[src/rtl/core/zvh_pkg.sv]
`timescale 1ns / 1ps
// zvh_pkg: shared types and constants of the zone valve and heater controller
// no dependencies

package zvh_pkg;

  // zone state machine codes
  localparam logic [1:0] MODE_IDLE    = 2'd0;
  localparam logic [1:0] MODE_ENABLE  = 2'd1;
  localparam logic [1:0] MODE_LAST    = 2'd2;
  localparam logic [1:0] MODE_DISABLE = 2'd3;

  // register indexes on the configuration port
  localparam logic REG_HEATER_ON_DELAY   = 1'b0;
  localparam logic REG_LAST_OFF_DELAY    = 1'b1;

  localparam int unsigned THERM_W = 12;
  localparam int unsigned DELAY_W = 16;

  localparam logic [DELAY_W-1:0] HEATER_ON_DELAY_RST = 16'd120;
  localparam logic [DELAY_W-1:0] LAST_OFF_DELAY_RST  = 16'd600;

  // one entry of the zone memory
  typedef struct packed {
    logic [1:0] mode;
    logic       demand;
  } zone_rec_t;

  localparam zone_rec_t ZONE_REC_RST = '{mode: MODE_IDLE, demand: 1'b0};

endpackage

[src/rtl/core/zvh_zone_ram.sv]
`timescale 1ns / 1ps
// zvh_zone_ram: per-zone record memory, one write and one registered read a cycle
// depends on zvh_pkg; entries never written read as the reset record

module zvh_zone_ram #(
  parameter int unsigned DEPTH = 12,
  parameter int unsigned AW    = 4
) (
  input  logic              clk,
  input  logic              rst,
  input  logic              wr_en,
  input  logic [AW-1:0]     wr_addr,
  input  zvh_pkg::zone_rec_t wr_data,
  input  logic              rd_en,
  input  logic [AW-1:0]     rd_addr,
  output zvh_pkg::zone_rec_t rd_data
);
  import zvh_pkg::*;

  zone_rec_t        mem [DEPTH];
  logic [DEPTH-1:0] valid;

  always_ff @(posedge clk) begin
    if (wr_en) begin
      mem[wr_addr] <= wr_data;
    end
  end

  // valid bits stand in for the reset of the array
  always_ff @(posedge clk) begin
    if (rst) begin
      valid <= '0;
    end else if (wr_en) begin
      valid[wr_addr] <= 1'b1;
    end
  end

  always_ff @(posedge clk) begin
    if (rd_en) begin
      rd_data <= valid[rd_addr] ? mem[rd_addr] : ZONE_REC_RST;
    end
  end

endmodule

[src/rtl/core/zone_valve_heater_controller_top.sv]
`timescale 1ns / 1ps
// zone_valve_heater_controller_top: tick sequencer, zone update and heater timer
// depends on zvh_pkg and zvh_zone_ram

// Each accepted beat is one tick of thermostat bits. The block walks the zones
// 0 to ZONES-1 through a small record memory (mode and latched demand per zone),
// reading one zone a cycle and writing its updated record back the cycle after;
// the zone memory has a single read port. The next tick is accepted once the
// result has left the working stage, even while the result beat still waits on
// m_tready. Valve commands, the demand count, the last-valve run and the heater
// timer are kept in flip-flops. Delay registers may be written only between
// ticks; a write takes effect at the next reload of the matching countdown.

module zone_valve_heater_controller_top #(
  parameter int unsigned ZONES = 12
) (
  input  logic        clk,
  input  logic        rst,
  // tick input
  input  logic        s_tvalid,
  output logic        s_tready,
  input  logic [15:0] s_tdata,   // [11:0] thermostat_bits, [15:12] zero
  // result output
  output logic        m_tvalid,
  input  logic        m_tready,
  output logic [15:0] m_tdata,   // [11:0] valve_bits, [12] heater_on,
                                 // [13] last_run_active, [15:14] zero
  // configuration writes
  input  logic        cfg_we,
  input  logic        cfg_index,
  input  logic [15:0] cfg_data
);
  import zvh_pkg::*;

  localparam int unsigned ZW = $clog2(ZONES);
  localparam int unsigned CW = $clog2(ZONES + 1);
  localparam logic [ZW-1:0] LAST_ZONE = ZW'(ZONES - 1);

  // sequencer states
  localparam logic [1:0] ST_IDLE  = 2'd0;
  localparam logic [1:0] ST_ZONES = 2'd1;
  localparam logic [1:0] ST_HEAT  = 2'd2;
  localparam logic [1:0] ST_EMIT  = 2'd3;

  logic [1:0] state;

  // configuration
  logic [DELAY_W-1:0] heater_on_delay;
  logic [DELAY_W-1:0] last_off_delay;

  always_ff @(posedge clk) begin
    if (rst) begin
      heater_on_delay <= HEATER_ON_DELAY_RST;
      last_off_delay  <= LAST_OFF_DELAY_RST;
    end else if (cfg_we) begin
      unique case (cfg_index)
        REG_HEATER_ON_DELAY: heater_on_delay <= cfg_data;
        REG_LAST_OFF_DELAY:  last_off_delay  <= cfg_data;
        default: ;
      endcase
    end
  end

  // tick capture; zones beyond the thermostat field see no demand
  logic [THERM_W-1:0] therm;
  logic [ZONES-1:0]   therm_vec;

  for (genvar z = 0; z < ZONES; z++) begin : g_therm
    if (z < THERM_W) begin : g_in
      assign therm_vec[z] = therm[z];
    end else begin : g_none
      assign therm_vec[z] = 1'b0;
    end
  end

  logic s_fire;
  assign s_tready = (state == ST_IDLE);
  assign s_fire   = s_tvalid && s_tready;

  always_ff @(posedge clk) begin
    if (s_fire) begin
      therm <= s_tdata[THERM_W-1:0];
    end
  end

  // read issue and process stage
  logic          issuing;
  logic [ZW-1:0] rd_idx;
  logic          p_valid;
  logic [ZW-1:0] p_idx;
  zone_rec_t     rec;
  zone_rec_t     rec_next;

  zvh_zone_ram #(
    .DEPTH (ZONES),
    .AW    (ZW)
  ) u_ram (
    .clk     (clk),
    .rst     (rst),
    .wr_en   (p_valid),
    .wr_addr (p_idx),
    .wr_data (rec_next),
    .rd_en   (issuing),
    .rd_addr (rd_idx),
    .rd_data (rec)
  );

  // flip-flop state of the controller
  logic [ZONES-1:0]   valve_vec;
  logic [CW-1:0]      dem_cnt;
  logic               last_flag;
  logic [DELAY_W-1:0] last_cd;
  logic [DELAY_W-1:0] heater_cd;
  logic               heater_cmd;

  logic [ZONES-1:0]   valve_vec_next;
  logic [CW-1:0]      dem_cnt_next;
  logic               last_flag_next;
  logic [DELAY_W-1:0] last_cd_next;
  logic               on;

  // one zone step; the demand count register forwards each change to the
  // next zone, which is visited in the following cycle
  always_comb begin
    rec_next       = rec;
    valve_vec_next = valve_vec;
    dem_cnt_next   = dem_cnt;
    last_flag_next = last_flag;
    last_cd_next   = last_cd;
    on             = therm_vec[p_idx];
    unique case (rec.mode)
      MODE_IDLE: begin
        if (on) begin
          rec_next.mode  = MODE_ENABLE;
          last_flag_next = 1'b0;
        end else begin
          rec_next.mode = MODE_DISABLE;
        end
      end
      MODE_ENABLE: begin
        valve_vec_next[p_idx] = 1'b1;
        if (!rec.demand) begin
          dem_cnt_next = dem_cnt + CW'(1);
        end
        rec_next.demand = 1'b1;
        rec_next.mode   = MODE_IDLE;
      end
      MODE_LAST: begin
        // a new demand or a cancelled run ends the run at once
        if (!last_flag || on) begin
          if (!on) begin
            valve_vec_next[p_idx] = 1'b0;
          end
          last_cd_next   = last_off_delay;
          last_flag_next = 1'b0;
          rec_next.mode  = MODE_IDLE;
        end else if (last_cd == '0) begin
          last_cd_next          = last_off_delay;
          valve_vec_next[p_idx] = 1'b0;
          rec_next.mode         = MODE_IDLE;
          last_flag_next        = 1'b0;
        end else begin
          last_cd_next = last_cd - DELAY_W'(1);
        end
      end
      MODE_DISABLE: begin
        if (dem_cnt > CW'(1)) begin
          valve_vec_next[p_idx] = 1'b0;
          if (rec.demand) begin
            dem_cnt_next = dem_cnt - CW'(1);
          end
          rec_next.demand = 1'b0;
          rec_next.mode   = MODE_IDLE;
        end else if (rec.demand) begin
          // only demand left: hold this valve open for the off-delay run
          dem_cnt_next    = dem_cnt - CW'(1);
          rec_next.demand = 1'b0;
          rec_next.mode   = MODE_LAST;
          last_flag_next  = 1'b1;
        end else begin
          rec_next.mode = MODE_IDLE;
        end
      end
      default: ;
    endcase
  end

  // result register
  logic [THERM_W-1:0] valve_out;

  for (genvar b = 0; b < THERM_W; b++) begin : g_vout
    if (b < ZONES) begin : g_zone
      assign valve_out[b] = valve_vec[b];
    end else begin : g_pad
      assign valve_out[b] = 1'b0;
    end
  end

  logic out_free;
  assign out_free = !m_tvalid || m_tready;

  // sequencer
  always_ff @(posedge clk) begin
    if (rst) begin
      state   <= ST_IDLE;
      issuing <= 1'b0;
      p_valid <= 1'b0;
    end else begin
      unique case (state)
        ST_IDLE: begin
          if (s_fire) begin
            state   <= ST_ZONES;
            issuing <= 1'b1;
          end
        end
        ST_ZONES: begin
          p_valid <= issuing;
          if (issuing && rd_idx == LAST_ZONE) begin
            issuing <= 1'b0;
          end
          if (p_valid && p_idx == LAST_ZONE) begin
            state <= ST_HEAT;
          end
        end
        ST_HEAT: begin
          state <= ST_EMIT;
        end
        ST_EMIT: begin
          if (out_free) begin
            state <= ST_IDLE;
          end
        end
        default: state <= ST_IDLE;
      endcase
    end
  end

  always_ff @(posedge clk) begin
    if (s_fire) begin
      rd_idx <= '0;
    end else if (issuing) begin
      rd_idx <= rd_idx + ZW'(1);
    end
    if (issuing) begin
      p_idx <= rd_idx;
    end
  end

  // zone-level state and heater timer
  always_ff @(posedge clk) begin
    if (rst) begin
      valve_vec  <= '0;
      dem_cnt    <= '0;
      last_flag  <= 1'b0;
      last_cd    <= LAST_OFF_DELAY_RST;
      heater_cd  <= HEATER_ON_DELAY_RST;
      heater_cmd <= 1'b0;
    end else if (p_valid) begin
      valve_vec <= valve_vec_next;
      dem_cnt   <= dem_cnt_next;
      last_flag <= last_flag_next;
      last_cd   <= last_cd_next;
    end else if (state == ST_HEAT) begin
      priority if (dem_cnt == '0) begin
        heater_cmd <= 1'b0;
        heater_cd  <= heater_on_delay;
      end else if (heater_cd < DELAY_W'(2)) begin
        heater_cmd <= 1'b1;
        heater_cd  <= DELAY_W'(1);
      end else begin
        heater_cd <= heater_cd - DELAY_W'(1);
      end
    end
  end

  // output beat
  always_ff @(posedge clk) begin
    if (rst) begin
      m_tvalid <= 1'b0;
    end else if (state == ST_EMIT && out_free) begin
      m_tvalid <= 1'b1;
    end else if (m_tready) begin
      m_tvalid <= 1'b0;
    end
  end

  always_ff @(posedge clk) begin
    if (state == ST_EMIT && out_free) begin
      m_tdata <= {2'b00, last_flag, heater_cmd, valve_out};
    end
  end

  // checks
  a_dem_cnt_range: assert property (@(posedge clk) disable iff (rst)
    dem_cnt <= CW'(ZONES))
    else $error("demand count above zone count");

  a_heater_cd_on: assert property (@(posedge clk) disable iff (rst)
    heater_cmd |-> heater_cd == DELAY_W'(1))
    else $error("heater on with countdown not held");

  a_proc_in_zones: assert property (@(posedge clk) disable iff (rst)
    (p_valid || issuing) |-> state == ST_ZONES)
    else $error("zone access outside zone walk");

  a_start_walk: assert property (@(posedge clk) disable iff (rst)
    s_fire |=> issuing && rd_idx == '0)
    else $error("tick accepted without starting the zone walk");

endmodule
[config.mk]
export PLATFORM = sky130hd
export DESIGN_NAME = zone_valve_heater_controller_top
export DESIGN_NICKNAME = d
export VERILOG_FILES = /design/src/rtl/core/zvh_pkg.sv /design/src/rtl/core/zvh_zone_ram.sv /design/src/rtl/core/zone_valve_heater_controller_top.sv
export SDC_FILE = /design/constraint.sdc
export NUM_CORES = 1
export LEC_CHECK = 0
export BUFFER_PORTS_ARGS = -buffer_cell sky130_fd_sc_hd__buf_2
export CORE_AREA = 10 10 123 125
export CTS_CLUSTER_DIAMETER = 120
export CTS_CLUSTER_SIZE = 8
export DETAILED_ROUTE_END_ITERATION = 10
export DIE_AREA = 0 0 133 135
export MAX_ROUTING_LAYER = met4
export PLACE_DENSITY = 0.88
export SETUP_SLACK_MARGIN = 0.02
export SYNTH_ARGS = -nofsm -noshare
export SYNTH_HDL_FRONTEND = slang
export SYNTH_HIERARCHICAL = 1
export SYNTH_SLANG_ARGS = --single-unit
[constraint.sdc]
create_clock -name clk -period 6.8 [get_ports clk]
set_clock_uncertainty 0.05 [all_clocks]
set_input_delay 0.34 -clock clk [delete_from_list [all_inputs] [get_ports clk]]
set_output_delay 0.34 -clock clk [all_outputs]
set_load 0.03 [all_outputs]
# Yosys cells after proc, flatten, opt, wreduce, memory -nomap -nowiden
# Memory sizes are Yosys's and may differ from the RTL's. A register that Yosys moved wholly into a read port is not among the register bits.
# Cells that the tools add are included.
# word_totals
memories	1
word_cells	127
out_inout_bits	18
reg_bits	133
mem_bits_rw	36
inputBits	38
# op_classes
n_eq_ne	19
mux	44
order_cmp	5
addsub	5
n_bitwise	6
reduce_logical	30
# mem_list
name	words	word_bits	read_ports	rd_ports_with_merged_regs	write_ports	line	source
u_ram.mem	12	3	1	1	1	zvh_zone_ram.sv:20	zone_rec_t mem [DEPTH];
# op_table
cell	n
$mux W16	4
$mux W12	4
$pmux W12 S3	1
$sub A16 B1 Y16 const B	2
$or A12 B12 Y12	2
$logic_not A16 Y1	1
$lt A16 B2 Y1 const B	1
$mux W1	16
$pmux W2 S4	2
$mux W2	7
$ne A2 B2 Y1 const B	7
$and A12 B12 Y12	1
$not A12 Y12	1
$lt A4 B5 Y1 const B	2
$reduce_and A3 Y1	3
$add A4 B1 Y4 const B	2
$bmux W1 S4	2
$eq A2 B2 Y1 const B	4
$eq A4 B4 Y1 const B	2
$mux W4	2
$pmux W4 S2	1
$reduce_and A2 Y1	4
$reduce_bool A2 Y1	4
$ne A3 B3 Y1 const B	2
other kinds (19)	32

# Depth between registers and ports, before layout
# depth
depth_word	9
ltp_mapped	10
mapped_depth_nobuf	8

# Hierarchy
# Netlist, hierarchy kept.
# by_module_without_submodules
mod	cells_per_inst	area_per_inst_um2	instances	seq_area_each_um2
zone_valve_heater_controller_top	596	5497.8	1	2722.6
zvh_zone_ram	123	2013.2	1	1411.4

# Worst setup path before layout
# OpenSTA, ideal clock, no wires.
# synth_path
path_type	flip-flop to flip-flop
startpoint	register p_idx[0]
endpoint	register last_cd[13]
n_path_buf	3
setup_time_ns	0.132
required_ns	6.618
slack_ns	4.381
stages_incl_launch_ff	9
t_arrival_ns	2.237
period_less_slack_ns	2.419
path_cell_list	edfxtp_1 -> clkbuf_1 -> mux4_2 -> o2111a_1 -> or3_1 -> clkbuf_1 -> buf_2 -> nand3_1 -> a31oi_1
# synth_between
elab_chain_cells	4
# synth_lines
item	line	source
start: declaration	zone_valve_heater_controller_top.sv:90	logic [ZW-1:0] p_idx;
start signal: assignment	zone_valve_heater_controller_top.sv:245	p_idx <= rd_idx;
$bmux W1 S4	zone_valve_heater_controller_top.sv:130	on = therm_vec[p_idx];
$mux W1 (not written as such)	zone_valve_heater_controller_top.sv:130	
$logic_or A1 B1 Y1	zone_valve_heater_controller_top.sv:150	if (!last_flag || on) begin
$mux W16	zone_valve_heater_controller_top.sv:150	
end signal: assignment	zone_valve_heater_controller_top.sv:262	last_cd <= last_cd_next;
end: declaration	zone_valve_heater_controller_top.sv:112	logic [DELAY_W-1:0] last_cd;
# No other way between the ends. The select of a mux whose other input is x is not followed.
# A chain may end at the register's enable or synchronous reset.

# Final worst setup path
# layout_path
startpoint	register p_idx[0]
endpoint	register last_cd[6]
# Same word-level chain as after synthesis.

==> impl_metrics.csv <==
group,metric,value,unit
logic_synthesis,yosysTopAreaCell,"sky130_fd_sc_hd__edfxtp_1",
sta,postLayoutSetupSlackWorst,3790,ps
worst_setup_path,start_kind,"register",
global_route,grt_pass1_vias,5722,
pwr,total_power_per_unit_cell_area,329,mW/mm2
worst_setup_path,critical_path.cell_chain,"mux4_2, o2111a_1, nor3_2, mux2i_1, a22oi_1",
cells_and_area,layout.filler_cells,830,
sta,worst-slew-pin-transition,1120,ps
sta,maxClockFrequency,332,MHz
clock_tree,cts_buffers,17,
cells_and_area,layout_cells_sized_above_1,14.1,%
floorplan,floorplan.die.height,135,um
logic_synthesis,ys_warn_count,6,
logic_synthesis,synth.area.top_cells,"sky130_fd_sc_hd__edfxtp_1 (28%), sky130_fd_sc_hd__dfxtp_1 (27%), sky130_fd_sc_hd__nand2_1 (5.2%)",
clock_tree,cts_num_sinks,172,
place,place_worst_setup_slack,3890,ps
floorplan,num_rows,41,
logic_synthesis,post_syn_area_per_cell,10.4,um2
logic_synthesis,synth-seq-cells,172,
worst_setup_path,cp_slowest_stage_delay,840,ps
floorplan,die_width,133,um
drt,post_drt_via_cell_ratio,6.20,
floorplan,start_util,59.8,%
sta,setup_violations,0,
drt,wirelength,17100,um
global_route,first_pass_grt_wire_length,27800,um
floorplan,die_area,0.0180,mm2
worst_setup_path,timing.setup.critical_path_class,"register to register",
logic_synthesis,number_of_flops_mapped_to_enable_cells_by_yosys,69,
logic_synthesis,synth.most_common_cell,"sky130_fd_sc_hd__nand2_1",
clock_tree,htree_levels,4,
clock_tree,clk_slew_on_worst_s_h_paths,70,ps
global_route,grt_antenna_before_repair,0,
sta,finalWorstPathRequiredPeriod,3010,ps
min_path,timing.hold.worst.class,"input port to register",
logic_synthesis,post_synth_inst_count,719,
clock_tree,cts_tree,"done",
cells_and_area,antenna_cells,0,
clock_tree,clock-root-buffer,"sky130_fd_sc_hd__clkbuf_16",
logic_synthesis,post_synth_num_cell_types,67,
global_route,groute.usage.overall,19.5,%
logic_synthesis,synth_async_sr_flop_share,0,%
sta,final_hold_viol_count,0,
clock_tree,cts-resized-gates,0,
global_route,largest_net_degree_at_the_start_of_global_routing,101,
cells_and_area,finalNetCount,797,
sta,timing_max_transition_violations_final,0,
worst_setup_path,worst_setup_path_end_kind,"register",
pwr,irDropWorstVdd,0.204,mV
worst_setup_path,critPathRequiredTime,7040,ps
logic_synthesis,post-synth-top-area-fraction,27.6,%
worst_setup_path,critPathArrivalTime,3250,ps
drt,ant_nets,0,
logic_synthesis,synth.cell_area,0.00751,mm2
clock_tree,worst_skew_pair.late_latency,430,ps
place,half_perimeter_wire_length_of_the_detailed_placement_result,11300,um
clock_tree,ctsHoldBuffers,0,
logic_synthesis,synth_seq_area_share,55.0,%
drt,detail_route.wl_per_cell,18.4,um
pwr,leakagePower,0.00289,uW
sta,post-route-period-util,44.3,%
place,place.gp.congestion,0.982,
drt,drt_pre_antenna_iters,6,
place,port_buffers,49,
drt,dr_total_vias,5783,
clock_tree,clk_path_buf_depth,2,
cells_and_area,layout-area-overhead-vs-synth,11.7,%
run,drv.max_cap_violation_count,0,
floorplan,num_io_pins,56,
logic_synthesis,postSynth.topFlopCell,"sky130_fd_sc_hd__dfxtp_1",
worst_setup_path,maximum_fanout_along_the_worst_path,16,
drt,post-route-drc-count,0,
sta,rsz_0062_raised_after_global_routing,"false",
global_route,remaining_overflow_grt,0,
drt,dr.first_iter.drc_count,867,
worst_setup_path,critical_path.slowest_cell,"sky130_fd_sc_hd__nor3_2",
sta,timing.setup.tns,0,ps
sta,tightest_slew_margin_relative_to_the_limit,24.4,%
logic_synthesis,synth.top_cells.by_count,"sky130_fd_sc_hd__nand2_1 (105), sky130_fd_sc_hd__dfxtp_1 (103), sky130_fd_sc_hd__nor2_1 (75)",
clock_tree,postCtsSetupRepairBufs,0,
outcome,run_status,"complete, no violations",
floorplan,core_area,0.0126,mm2
==> placed cells by master, fill, tap and decap left out, drive strengths merged, types with 13 or more instances in the layout <==
cell type / Yosys / final
buf: 12 / 51
dfxtp: 103 / 103
a31oi: 25 / 25
nor3: 14 / 14
edfxtp: 69 / 69
a311oi: 13 / 13
nand3: 32 / 32
nor2: 75 / 75
inv: 13 / 19
clkbuf: 31 / 18
a21oi: 39 / 39
nand2: 105 / 105
xnor2: 13 / 13
a22oi: 15 / 15
o21ai: 15 / 15
mux2i: 13 / 13
mux4: 13 / 13
==> critical path: cells and delay by family, from the launching register on <==
| kind | cells | cell delay (ps) |
|---|---|---|
| compound gates | 2 | 440 |
| flops | 1 | 650 |
| mux | 2 | 890 |
| simple gates | 1 | 840 |
==> flip-flops by register name (all words and copies together), names as in the netlist, 2 cells and up, named ones only <==
register	cells
last_cd	16
state	2
heater_on_delay	16
therm	12
m_tdata	14
p_idx	4
rd_idx	4
last_off_delay	16
heater_cd	16
u_ram/rd_data	3
dem_cnt	4
u_ram/mem	36
u_ram/valid	12
==> power breakdown <==
group          internal [uW]  switching (uW)
clock                    559             414
sequential              1190             128
combinational            181             292
total                   1930             833
==> layer usage <==
| metal | wire length, um | vias up | global-route usage [%] |
|---|---|---|---|
| met5 | 0 | - | - |
| met4 | 513 | 0 | 8.56 |
| met3 | 1350 | 51 | 4.34 |
| met2 | 8720 | 339 | 33.4 |
| met1 | 6550 | 2730 | 21.3 |
| li1 | - | 2663 | - |
==> cells by family (layout without fill, tap and decap cells) <==
logic type / count (synthesis) / count (layout) / synth area share, %
simple gates: 300 / 300 / 19.3
flops: 172 / 172 / 55.0
compound gates: 131 / 131 / 11.9
buf+inv: 56 / 96 / 3.33
mux: 28 / 28 / 6.13
xor+xnor: 19 / 19 / 2.22
fa+ha+maj: 12 / 12 / 2.00
other cells: 1 / 2 / 0.0499
==> worst paths after layout <==
path / from / end / slack [ps] / depth (start not counted)
setup / recovery: p_idx[0] / last_cd[6] / 3790 / 5
hold / removal: s_tdata[7] / therm[7] / 30 / 1
setup reg to reg: p_idx[0] / last_cd[6] / 3790 / 5
hold reg to reg: register / m_tdata[6] / 390 / 0
==> layout make-up <==
class                           count  area, um2  area share, %
Sequential cell                   172       4130           49.3
Multi-Input combinational cell    492       3130           37.3
Clock buffer                       18        439           5.24
Timing Repair Buffer               51        260           3.10
Tap cell                          172        215           2.57
Clock inverter                     14        159           1.89
Inverter                           13       48.8          0.582
==> per-stage QoR <==
stage	instances	utilization [%]	area (um2)	power [uW]	hold slack (ps)
after global placement	900	62.0	7790	1760	367
after CTS	932	66.7	8390	2760	28.0
after detailed placement	900	62.0	7790	1790	374
after global routing	932	66.7	8390	2860	34.2
after floorplan	720	-	7510	1670	359
final	932	66.7	8390	2760	31.9
Power figures use the tool's default switching activity.
